<file path="config.mk">
export PLATFORM = sky130hd
export DESIGN_NAME = i2c_master_byte_engine
export DESIGN_NICKNAME = d
export VERILOG_FILES = /design/src/design/i2cm_pkg.sv /design/src/design/i2c_master_byte_engine.sv /design/src/design/i2cm_apb_regs.sv /design/src/design/i2cm_core.sv
export SDC_FILE = /design/constraint.sdc
export NUM_CORES = 1
export LEC_CHECK = 0
export ABC_CLOCK_PERIOD_IN_PS = 5300
export BUFFER_PORTS_ARGS = -buffer_cell sky130_fd_sc_hd__buf_4
export CAP_MARGIN = 20
export CORE_ASPECT_RATIO = 1.75
export CORE_UTILIZATION = 25
export DETAILED_ROUTE_END_ITERATION = 7
export PLACE_DENSITY_LB_ADDON = 0.15
export SYNTH_ARGS = -nofsm -noshare
export SYNTH_HDL_FRONTEND = slang
export SYNTH_SLANG_ARGS = --single-unit
</file>
<file path="constraint.sdc">
create_clock -name clk -period 5.3 [get_ports clk]
set_clock_uncertainty 0.2 [all_clocks]
set_input_delay 0.795 -clock clk [delete_from_list [all_inputs] [get_ports clk]]
set_output_delay 0.795 -clock clk [all_outputs]
set_load 0.01 [all_outputs]
</file>
<file path="src/design/i2cm_pkg.sv">
// ----------------------------------------------------------------------------
// i2cm_pkg
// Shared types and constants of the i2c master byte engine.
// ----------------------------------------------------------------------------
`default_nettype none

package i2cm_pkg;

    localparam int unsigned DATA_W   = 32;
    localparam int unsigned ADDR_W   = 3;
    localparam int unsigned PLEN_W   = 16;
    localparam int unsigned FUNC_W   = 3;
    localparam int unsigned BYTE_W   = 8;

    localparam logic [PLEN_W-1:0] PHASE_LEN_RESET = 16'd150;
    localparam logic              REG_PHASE_LEN   = 1'b0;
    localparam logic [3:0]        LAST_BIT_SLOT   = 4'd8;
    localparam logic [1:0]        LAST_PHASE      = 2'd3;

    typedef enum logic [FUNC_W-1:0] {
        CMD_IDLE      = 3'd0,
        CMD_START     = 3'd1,
        CMD_STOP      = 3'd2,
        CMD_WRITE     = 3'd3,
        CMD_READ_ACK  = 3'd4,
        CMD_READ_NACK = 3'd5
    } cmd_t;

    typedef struct packed {
        logic              scl_release;
        logic              sda_release;
        logic              busy;
        logic              done;
        logic [BYTE_W-1:0] rx_byte;
        logic              slave_nack;
    } res_t;

endpackage

`default_nettype wire

</file>
<file path="src/design/i2c_master_byte_engine.sv">
// ----------------------------------------------------------------------------
// i2c_master_byte_engine
// I2C master byte engine: start, stop, byte write and byte read on open-drain
// SCL and SDA, timed in quarter-bit phases of a programmable length.
//
// Each request on the input channel (func, tx_byte, sda_in) is one clock tick
// of the bus engine and yields exactly one result request on the output
// channel (line controls, busy, done, received byte, slave nack).
// A request is taken when in_valid is high and in_stall is low; a result is
// taken when out_valid is high and out_stall is low.
// A taken request passes through the input register and then the result
// register before its result is offered. Throughput: one request per
// cycle while the receiver does not stall. When the receiver stalls, the
// result holds and the input register keeps its request; in_stall rises
// only while both registers are full. Reset clears the valid flags of both
// registers, puts the sequencer idle with both lines released and loads a
// phase length of 150. phase_len is written over APB at byte address 0;
// the user must write it only while the block is idle, and the block
// itself does not enforce this.
// ----------------------------------------------------------------------------
`default_nettype none

module i2c_master_byte_engine (
    input  wire logic                        clk,
    input  wire logic                        rst_n,
    input  wire logic                        psel,
    input  wire logic                        penable,
    input  wire logic                        pwrite,
    input  wire logic [i2cm_pkg::ADDR_W-1:0] paddr,
    input  wire logic [i2cm_pkg::DATA_W-1:0] pwdata,
    output logic      [i2cm_pkg::DATA_W-1:0] prdata,
    output logic                             pready,
    input  wire logic                        in_valid,
    output logic                             in_stall,
    input  wire logic [i2cm_pkg::FUNC_W-1:0] func,
    input  wire logic [i2cm_pkg::BYTE_W-1:0] tx_byte,
    input  wire logic                        sda_in,
    output logic                             out_valid,
    input  wire logic                        out_stall,
    output logic                             scl_release,
    output logic                             sda_release,
    output logic                             busy_res,
    output logic                             done_res,
    output logic      [i2cm_pkg::BYTE_W-1:0] rx_byte,
    output logic                             slave_nack
);
    import i2cm_pkg::*;

    logic [PLEN_W-1:0] phase_len;
    logic              in_valid_reg;
    logic [FUNC_W-1:0] func_reg;
    logic [BYTE_W-1:0] tx_reg;
    logic              sda_reg;
    logic              out_valid_reg;
    res_t              res_reg;
    res_t              res_next;
    logic              advance;
    logic              step;

    i2cm_apb_regs u_regs (
        .clk       (clk),
        .rst_n     (rst_n),
        .psel      (psel),
        .penable   (penable),
        .pwrite    (pwrite),
        .paddr     (paddr),
        .pwdata    (pwdata),
        .prdata    (prdata),
        .pready    (pready),
        .phase_len (phase_len)
    );

    i2cm_core u_core (
        .clk       (clk),
        .rst_n     (rst_n),
        .step      (step),
        .func      (func_reg),
        .tx_byte   (tx_reg),
        .sda_in    (sda_reg),
        .phase_len (phase_len),
        .res_next  (res_next)
    );

    assign advance  = !out_valid_reg || !out_stall;
    assign step     = in_valid_reg && advance;
    assign in_stall = in_valid_reg && !advance;

    always_ff @(posedge clk or negedge rst_n)
    begin
        if (!rst_n)
        begin
            in_valid_reg <= 1'b0;
        end
        else if (!in_stall)
        begin
            in_valid_reg <= in_valid;
        end
    end

    always_ff @(posedge clk)
    begin
        if (in_valid && !in_stall)
        begin
            func_reg <= func;
            tx_reg   <= tx_byte;
            sda_reg  <= sda_in;
        end
    end

    always_ff @(posedge clk or negedge rst_n)
    begin
        if (!rst_n)
        begin
            out_valid_reg <= 1'b0;
        end
        else if (advance)
        begin
            out_valid_reg <= step;
        end
    end

    always_ff @(posedge clk)
    begin
        if (step)
        begin
            res_reg <= res_next;
        end
    end

    assign out_valid   = out_valid_reg;
    assign scl_release = res_reg.scl_release;
    assign sda_release = res_reg.sda_release;
    assign busy_res    = res_reg.busy;
    assign done_res    = res_reg.done;
    assign rx_byte     = res_reg.rx_byte;
    assign slave_nack  = res_reg.slave_nack;

endmodule

`default_nettype wire

</file>
<file path="src/design/i2cm_apb_regs.sv">
// ----------------------------------------------------------------------------
// i2cm_apb_regs
// APB configuration register holding the quarter-bit phase length.
// ----------------------------------------------------------------------------
`default_nettype none

module i2cm_apb_regs (
    input  wire logic                        clk,
    input  wire logic                        rst_n,
    input  wire logic                        psel,
    input  wire logic                        penable,
    input  wire logic                        pwrite,
    input  wire logic [i2cm_pkg::ADDR_W-1:0] paddr,
    input  wire logic [i2cm_pkg::DATA_W-1:0] pwdata,
    output logic      [i2cm_pkg::DATA_W-1:0] prdata,
    output logic                             pready,
    output logic      [i2cm_pkg::PLEN_W-1:0] phase_len
);
    import i2cm_pkg::*;

    logic [PLEN_W-1:0] phase_len_reg;
    logic              wr_en;

    assign pready    = 1'b1;
    assign wr_en     = psel && penable && pwrite && (paddr[2] == REG_PHASE_LEN);
    assign phase_len = phase_len_reg;

    always_ff @(posedge clk or negedge rst_n)
    begin
        if (!rst_n)
        begin
            phase_len_reg <= PHASE_LEN_RESET;
        end
        else if (wr_en)
        begin
            phase_len_reg <= pwdata[PLEN_W-1:0];
        end
    end

    always_comb
    begin
        if (paddr[2] == REG_PHASE_LEN)
        begin
            prdata = {{(DATA_W-PLEN_W){1'b0}}, phase_len_reg};
        end
        else
        begin
            prdata = '0;
        end
    end

endmodule

`default_nettype wire

</file>
<file path="src/design/i2cm_core.sv">
// ----------------------------------------------------------------------------
// i2cm_core
// Command sequencer: phase timer, bit slots, shift register and line levels.
// ----------------------------------------------------------------------------
`default_nettype none

module i2cm_core (
    input  wire logic                        clk,
    input  wire logic                        rst_n,
    input  wire logic                        step,
    input  wire logic [i2cm_pkg::FUNC_W-1:0] func,
    input  wire logic [i2cm_pkg::BYTE_W-1:0] tx_byte,
    input  wire logic                        sda_in,
    input  wire logic [i2cm_pkg::PLEN_W-1:0] phase_len,
    output i2cm_pkg::res_t                   res_next
);
    import i2cm_pkg::*;

    cmd_t              st_reg,  st_next;
    logic [PLEN_W-1:0] cnt_reg, cnt_next;
    logic [1:0]        idx_reg, idx_next;
    logic [3:0]        bc_reg,  bc_next;
    logic [BYTE_W-1:0] sh_reg,  sh_next;
    logic              scl_reg, scl_next;
    logic              sda_reg, sda_next;
    logic              ack_reg, ack_next;
    logic [BYTE_W-1:0] rx_reg,  rx_next;

    logic              done;
    logic              enter;
    logic              cmd_ok;
    logic              is_read;
    logic [PLEN_W:0]   cnt_inc;
    logic [PLEN_W-1:0] len;

    always_ff @(posedge clk or negedge rst_n)
    begin
        if (!rst_n)
        begin
            st_reg  <= CMD_IDLE;
            cnt_reg <= '0;
            idx_reg <= '0;
            bc_reg  <= '0;
            sh_reg  <= '0;
            scl_reg <= 1'b1;
            sda_reg <= 1'b1;
            ack_reg <= 1'b0;
            rx_reg  <= '0;
        end
        else if (step)
        begin
            st_reg  <= st_next;
            cnt_reg <= cnt_next;
            idx_reg <= idx_next;
            bc_reg  <= bc_next;
            sh_reg  <= sh_next;
            scl_reg <= scl_next;
            sda_reg <= sda_next;
            ack_reg <= ack_next;
            rx_reg  <= rx_next;
        end
    end

    assign cmd_ok  = (func >= CMD_START) && (func <= CMD_READ_NACK);
    assign cnt_inc = {1'b0, cnt_reg} + {{PLEN_W{1'b0}}, 1'b1};
    assign len     = (phase_len == '0) ? {{(PLEN_W-1){1'b0}}, 1'b1} : phase_len;

    always_comb
    begin
        st_next  = st_reg;
        cnt_next = cnt_reg;
        idx_next = idx_reg;
        bc_next  = bc_reg;
        sh_next  = sh_reg;
        scl_next = scl_reg;
        sda_next = sda_reg;
        ack_next = ack_reg;
        rx_next  = rx_reg;
        done     = 1'b0;
        enter    = 1'b0;

        if (st_reg == CMD_IDLE)
        begin
            if (cmd_ok)
            begin
                st_next  = cmd_t'(func);
                cnt_next = '0;
                idx_next = '0;
                bc_next  = '0;
                sh_next  = (func == CMD_WRITE) ? tx_byte : '0;
                enter    = 1'b1;
            end
        end
        else if (cnt_inc >= {1'b0, len})
        begin
            cnt_next = '0;
            if (idx_reg != LAST_PHASE)
            begin
                idx_next = idx_reg + 2'd1;
                enter    = 1'b1;
            end
            else
            begin
                idx_next = '0;
                if ((st_reg == CMD_START) || (st_reg == CMD_STOP) ||
                    (bc_reg >= LAST_BIT_SLOT))
                begin
                    if ((st_reg == CMD_WRITE) || (st_reg == CMD_READ_ACK) ||
                        (st_reg == CMD_READ_NACK))
                    begin
                        scl_next = 1'b0;
                    end
                    if ((st_reg == CMD_READ_ACK) || (st_reg == CMD_READ_NACK))
                    begin
                        rx_next = sh_reg;
                    end
                    st_next = CMD_IDLE;
                    bc_next = '0;
                    done    = 1'b1;
                end
                else
                begin
                    bc_next = bc_reg + 4'd1;
                    enter   = 1'b1;
                end
            end
        end
        else
        begin
            cnt_next = cnt_inc[PLEN_W-1:0];
        end

        is_read = (st_next == CMD_READ_ACK) || (st_next == CMD_READ_NACK);

        // line action at the first tick of the new phase
        if (enter)
        begin
            case (st_next)
                CMD_START:
                begin
                    case (idx_next)
                        2'd0:    sda_next = 1'b1;
                        2'd1:    scl_next = 1'b1;
                        2'd2:    sda_next = 1'b0;
                        default: scl_next = 1'b0;
                    endcase
                end
                CMD_STOP:
                begin
                    case (idx_next)
                        2'd0:    sda_next = 1'b0;
                        2'd1:    scl_next = 1'b1;
                        2'd2:    sda_next = 1'b1;
                        default: ;
                    endcase
                end
                CMD_WRITE, CMD_READ_ACK, CMD_READ_NACK:
                begin
                    case (idx_next)
                        2'd0:    scl_next = 1'b0;
                        2'd1:
                        begin
                            if (bc_next < LAST_BIT_SLOT)
                            begin
                                if (st_next == CMD_WRITE)
                                begin
                                    sda_next = sh_next[BYTE_W-1];
                                    sh_next  = {sh_next[BYTE_W-2:0], 1'b0};
                                end
                                else
                                begin
                                    sda_next = 1'b1;
                                end
                            end
                            else
                            begin
                                sda_next = (st_next == CMD_READ_ACK) ? 1'b0 : 1'b1;
                            end
                        end
                        2'd2:    scl_next = 1'b1;
                        default:
                        begin
                            if (bc_next < LAST_BIT_SLOT)
                            begin
                                if (is_read)
                                begin
                                    sh_next = {sh_next[BYTE_W-2:0], sda_in};
                                end
                            end
                            else if (st_next == CMD_WRITE)
                            begin
                                ack_next = sda_in;
                            end
                        end
                    endcase
                end
                default: ;
            endcase
        end
    end

    assign res_next.scl_release = scl_next;
    assign res_next.sda_release = sda_next;
    assign res_next.busy        = (st_next != CMD_IDLE);
    assign res_next.done        = done;
    assign res_next.rx_byte     = rx_next;
    assign res_next.slave_nack  = ack_next;

endmodule

`default_nettype wire

</file>
==> run summary <==
The flow ran to the end, and the final reports show no timing, DRC or antenna violations. By startpoint and endpoint, the worst setup path is classified as reg2reg. The highest net fanout along the worst path is 14. The dominant register cell in the synthesized netlist is sky130_fd_sc_hd__dfrtp_1.

The worst setup path is captured at a register. The number of failing setup endpoints in the final timing report came out at 0. The async set-reset flop share out of synthesis came out at 0.713. For the pin with the worst max-slew slack, the measured transition is 868 ps. The first routing iteration left 144 violations.

CTS placed an instance of sky130_fd_sc_hd__clkbuf_16 at the clock tree root. The synthesized instance count is 492. The synthesized-area fraction occupied by ao, oa, aoi and oai cells is 0.138. The initial core utilization came out at 0.255. STA classifies the critical path startpoint as a register. The number of primary I/O pins is 102. The layout filler cell count came out at approximately 2000.

Yosys attributes the largest share of cell area to sky130_fd_sc_hd__dfrtp_1 (29%), sky130_fd_sc_hd__edfxtp_1 (15%), sky130_fd_sc_hd__mux2_2 (6.4%). Summing all multi-input logic gate instances after layout gives 2340 µm². The overall global routing resource usage is 0.128. The post-synthesis instance area is about 5000 µm². The part of the Yosys area used for sequential elements is 0.471.

In this run the critical register-to-register path is captured at u_core.sh_reg[3]. TritonCTS built the clock tree. The most common library cell in the layout ignoring fill and taps is sky130_fd_sc_hd__buf_4.

Measured against the total synthesized area, the mux share comes to 0.0684. The worst register-to-register path has a setup slack of 350 ps. The area after detailed placement is 5650 µm².

Prior to clock tree synthesis, the placed netlist has a worst setup slack of 148 ps. Setup repair after global routing left no endpoint under its margin. The via count of the first global-routing pass came out at 4050. In the final design database the tool counted between 600 and 700 nets. The area share of the leading cell type in the synthesized netlist is 0.286. The number of buffer cells added on primary ports is 66. The die covers 20200 µm². The final instance area came out at 5940 µm². The library cell occupying the most area in the post-synthesis netlist is sky130_fd_sc_hd__dfrtp_1. The reported max-cap violation count is 0.

The number of unique standard cell types used by synthesis is 57. The static leakage is 2.65 nW. The xor-xnor portion of the synthesized cell area came out at 0.0286. The worst hold path cell count is 2. After clock tree synthesis, the clock-pin slew on the worst setup and hold paths is 70 ps. The die is 187 µm tall. The number of hold-slack violations in the final timing report came out at 0.

The sum of net half-perimeters after detailed placement came out at 9.36 mm. The share of post-route cells with drive strength above 1 came out at 0.257. The total wire length came out at 12.5 mm. The final clock period utilization by the worst path came out at 0.934. The classification of the worst-slack hold path is reg2reg.

Derived from the worst setup path, the maximum achievable clock frequency is 202 MHz. The top cell types in the final layout, fill and taps aside, are sky130_fd_sc_hd__buf_4 (84), sky130_fd_sc_hd__nand2_1 (65), sky130_fd_sc_hd__dfrtp_1 (55). The detailed-router iteration count before antenna repair came out at 4. The max-slew headroom at the worst pin came out at 0.421. The final number of max-transition violations is 0. The mean post-synth cell area came out at 9.97 µm². IR analysis of the VDD net gives a maximum drop of approximately 180 µV. The number of buffers added by the clock tree synthesis step came out at 9. The depth of the most critical reg-to-reg path is 18. The residual antenna-violating net count after detailed routing came out at 0. The worst register-to-register path begins at u_core.cnt_reg[0]. The adder and majority cell fraction of the synthesized area came out at 0.0510. The routed layout has 3846 vias. Of the total synthesized cell area, the portion taken by AND, OR, NAND and NOR gates is 0.177. Setup slack on the critical path of the routed design comes to 348 ps. The worst hold path terminates at u_core.rx_reg[2]. The final total negative setup slack is 0 ps. The number of diodes came out at 0. Relative to the synthesized area, the layout overhead comes to 21.1%.

The area taken by flip-flops and latches is 2310 µm². The routed length per placed instance is 15.5 µm. The areal power density over the cells came out at 402 nW/µm². The number of remaining DRC errors is 0. The clock period minus worst slack is between 4000 and 5000 ps. In this run the core area contains 67 standard-cell rows.

The leftover overflow at the end of global routing came out at 0. The tree built by TritonCTS fans out to 87 sinks. By area, the combinational part of the netlist is dominated by simple AND/OR/NAND/NOR gates. The die span in x came out at 108 µm. The source-to-sink clock delay at the later pin of the worst-skew pair is approximately 340 ps. The number of storage elements in the synthesis netlist came out at 87. The number of antenna violations at the first check in global routing came out at 0. The last weighted congestion value of the routability-driven placer is 0.801. The data required time at the worst endpoint came out at about 5300 ps.

The via-per-instance ratio came out at roughly 4.8. The first global-routing pass estimated 20.2 mm of wire. The core area came out at 19200 µm². The maximum clock path buffer count is 2. Entering global routing, the biggest net connects 63 pins. The number of enable flip-flop cells after synthesis came out at 25. The count of synthesis-stage warnings from yosys is 0. In this run the most critical hold path is launched from u_core.rx_reg[2].

CTS built an H-tree with a depth of 3. For the worst setup path, the data arrival time is 4970 ps.
==> per-stage QoR <==
step | utilization | total power [mW] | hold slack [ps] | std cells
finish | 0.309 | 2.39 | 270 | 806
global route | 0.309 | 2.56 | 295 | 806
floorplan | - | 1.49 | 240 | 507
CTS | 0.309 | 2.42 | 277 | 806
detailed placement | 0.295 | 1.81 | 258 | 790
global placement | 0.295 | 1.78 | 253 | 790
==> layout make-up <==
type | instances | area share
Multi-Input combinational cell | 357 | 0.394
Inverter | 21 | 0.0133
Tap cell | 241 | 0.0508
Timing Repair Buffer | 84 | 0.106
Clock inverter | 6 | 0.00779
Clock buffer | 10 | 0.0385
Sequential cell | 87 | 0.389
==> Yosys cell counts, types with 2 or more instances <==
master,instances
sky130_fd_sc_hd__and2_1,5
sky130_fd_sc_hd__edfxtp_1,25
sky130_fd_sc_hd__a21oi_1,12
sky130_fd_sc_hd__mux2i_1,2
sky130_fd_sc_hd__a22oi_1,9
sky130_fd_sc_hd__a31oi_1,6
sky130_fd_sc_hd__or3_1,4
sky130_fd_sc_hd__xnor2_1,7
sky130_fd_sc_hd__a21o_1,2
sky130_fd_sc_hd__o21ai_0,18
sky130_fd_sc_hd__o21ai_1,3
sky130_fd_sc_hd__or2_2,2
sky130_fd_sc_hd__ha_1,20
sky130_fd_sc_hd__dfrtp_1,56
sky130_fd_sc_hd__nand3_1,20
sky130_fd_sc_hd__nand2_1,65
sky130_fd_sc_hd__nor3b_1,3
sky130_fd_sc_hd__buf_4,17
sky130_fd_sc_hd__nor2_1,39
sky130_fd_sc_hd__clkbuf_1,20
sky130_fd_sc_hd__o311ai_0,4
sky130_fd_sc_hd__a221o_1,3
sky130_fd_sc_hd__and3_1,8
sky130_fd_sc_hd__nor3_1,10
sky130_fd_sc_hd__or4_1,2
sky130_fd_sc_hd__inv_1,21
sky130_fd_sc_hd__nand2b_1,4
sky130_fd_sc_hd__buf_6,2
sky130_fd_sc_hd__a221oi_1,2
sky130_fd_sc_hd__o311ai_1,2
sky130_fd_sc_hd__nor2b_1,5
sky130_fd_sc_hd__nor4_1,6
sky130_fd_sc_hd__conb_1,2
sky130_fd_sc_hd__nand4_1,7
sky130_fd_sc_hd__dfstp_2,6
sky130_fd_sc_hd__xor2_1,9
sky130_fd_sc_hd__a32o_1,15
sky130_fd_sc_hd__mux2_2,28
sky130_fd_sc_hd__a22o_1,2
sky130_fd_sc_hd__a21oi_2,2
==> power breakdown <==
group          switching, mW  total [mW]  internal [mW]
Combinational          0.507       0.875          0.368
Sequential             0.102       0.916          0.814
Clock                  0.275       0.595          0.321
Total                  0.884        2.39           1.50
==> logic make-up (layout without fill, tap and decap cells) <==
family,after synthesis,after routing
simple gates,184,184
compound gates,90,90
flops,87,87
buf+inv,63,121
mux,30,30
fa+ha+maj,20,20
xor+xnor,16,16
other cells,2,17
==> worst max-delay path: stages, from the launching register on <==
cell	delay, ps
sky130_fd_sc_hd__dfrtp_2	420
sky130_fd_sc_hd__ha_1	240
sky130_fd_sc_hd__nand2_1	100
sky130_fd_sc_hd__nor2_1	150
sky130_fd_sc_hd__nand4_1	210
sky130_fd_sc_hd__nor2_1	170
sky130_fd_sc_hd__xor2_1	280
sky130_fd_sc_hd__ha_1	220
sky130_fd_sc_hd__nand4_1	150
sky130_fd_sc_hd__or4_1	580
sky130_fd_sc_hd__a31oi_2	260
sky130_fd_sc_hd__o41ai_2	90
sky130_fd_sc_hd__buf_4	170
sky130_fd_sc_hd__a22oi_1	230
sky130_fd_sc_hd__or3b_1	430
sky130_fd_sc_hd__mux2i_2	260
sky130_fd_sc_hd__nand3_1	120
sky130_fd_sc_hd__buf_4	210
sky130_fd_sc_hd__o311ai_0	330
==> metal layers <==
metal | global-route usage | wire (µm) | up-vias
met2 | 0.249 | 6980 | 78
met3 | 0.0181 | 327 | 16
li1 | - | - | 1874
met1 | 0.133 | 4940 | 1878
met5 | 0 | 0 | -
met4 | 0.0506 | 272 | 0
==> repair_timing <==
item                                    CTS  global route
endpoints found under the setup margin    0             7
resized for setup                         0             4
hold buffers                              0             0
setup buffers                             0             0
==> how the worst max path moves through the flow <==
stage | from | endpoint | slack, ps | cells after the start
2_1_floorplan | u_core.cnt_reg[3] | u_core.scl_reg | 930 | 18
3_3_place_gp | u_core.cnt_reg[0] | sda_release | 200 | 16
3_5_place_dp | u_core.cnt_reg[0] | sda_release | 150 | 16
4_1_cts | u_core.cnt_reg[0] | sda_release | 120 | 16
5_1_grt | u_core.cnt_reg[0] | u_core.sh_reg[3] | 20 | 18
6_report | u_core.cnt_reg[0] | u_core.sh_reg[3] | 350 | 18
Power figures use the tool's default switching activity.
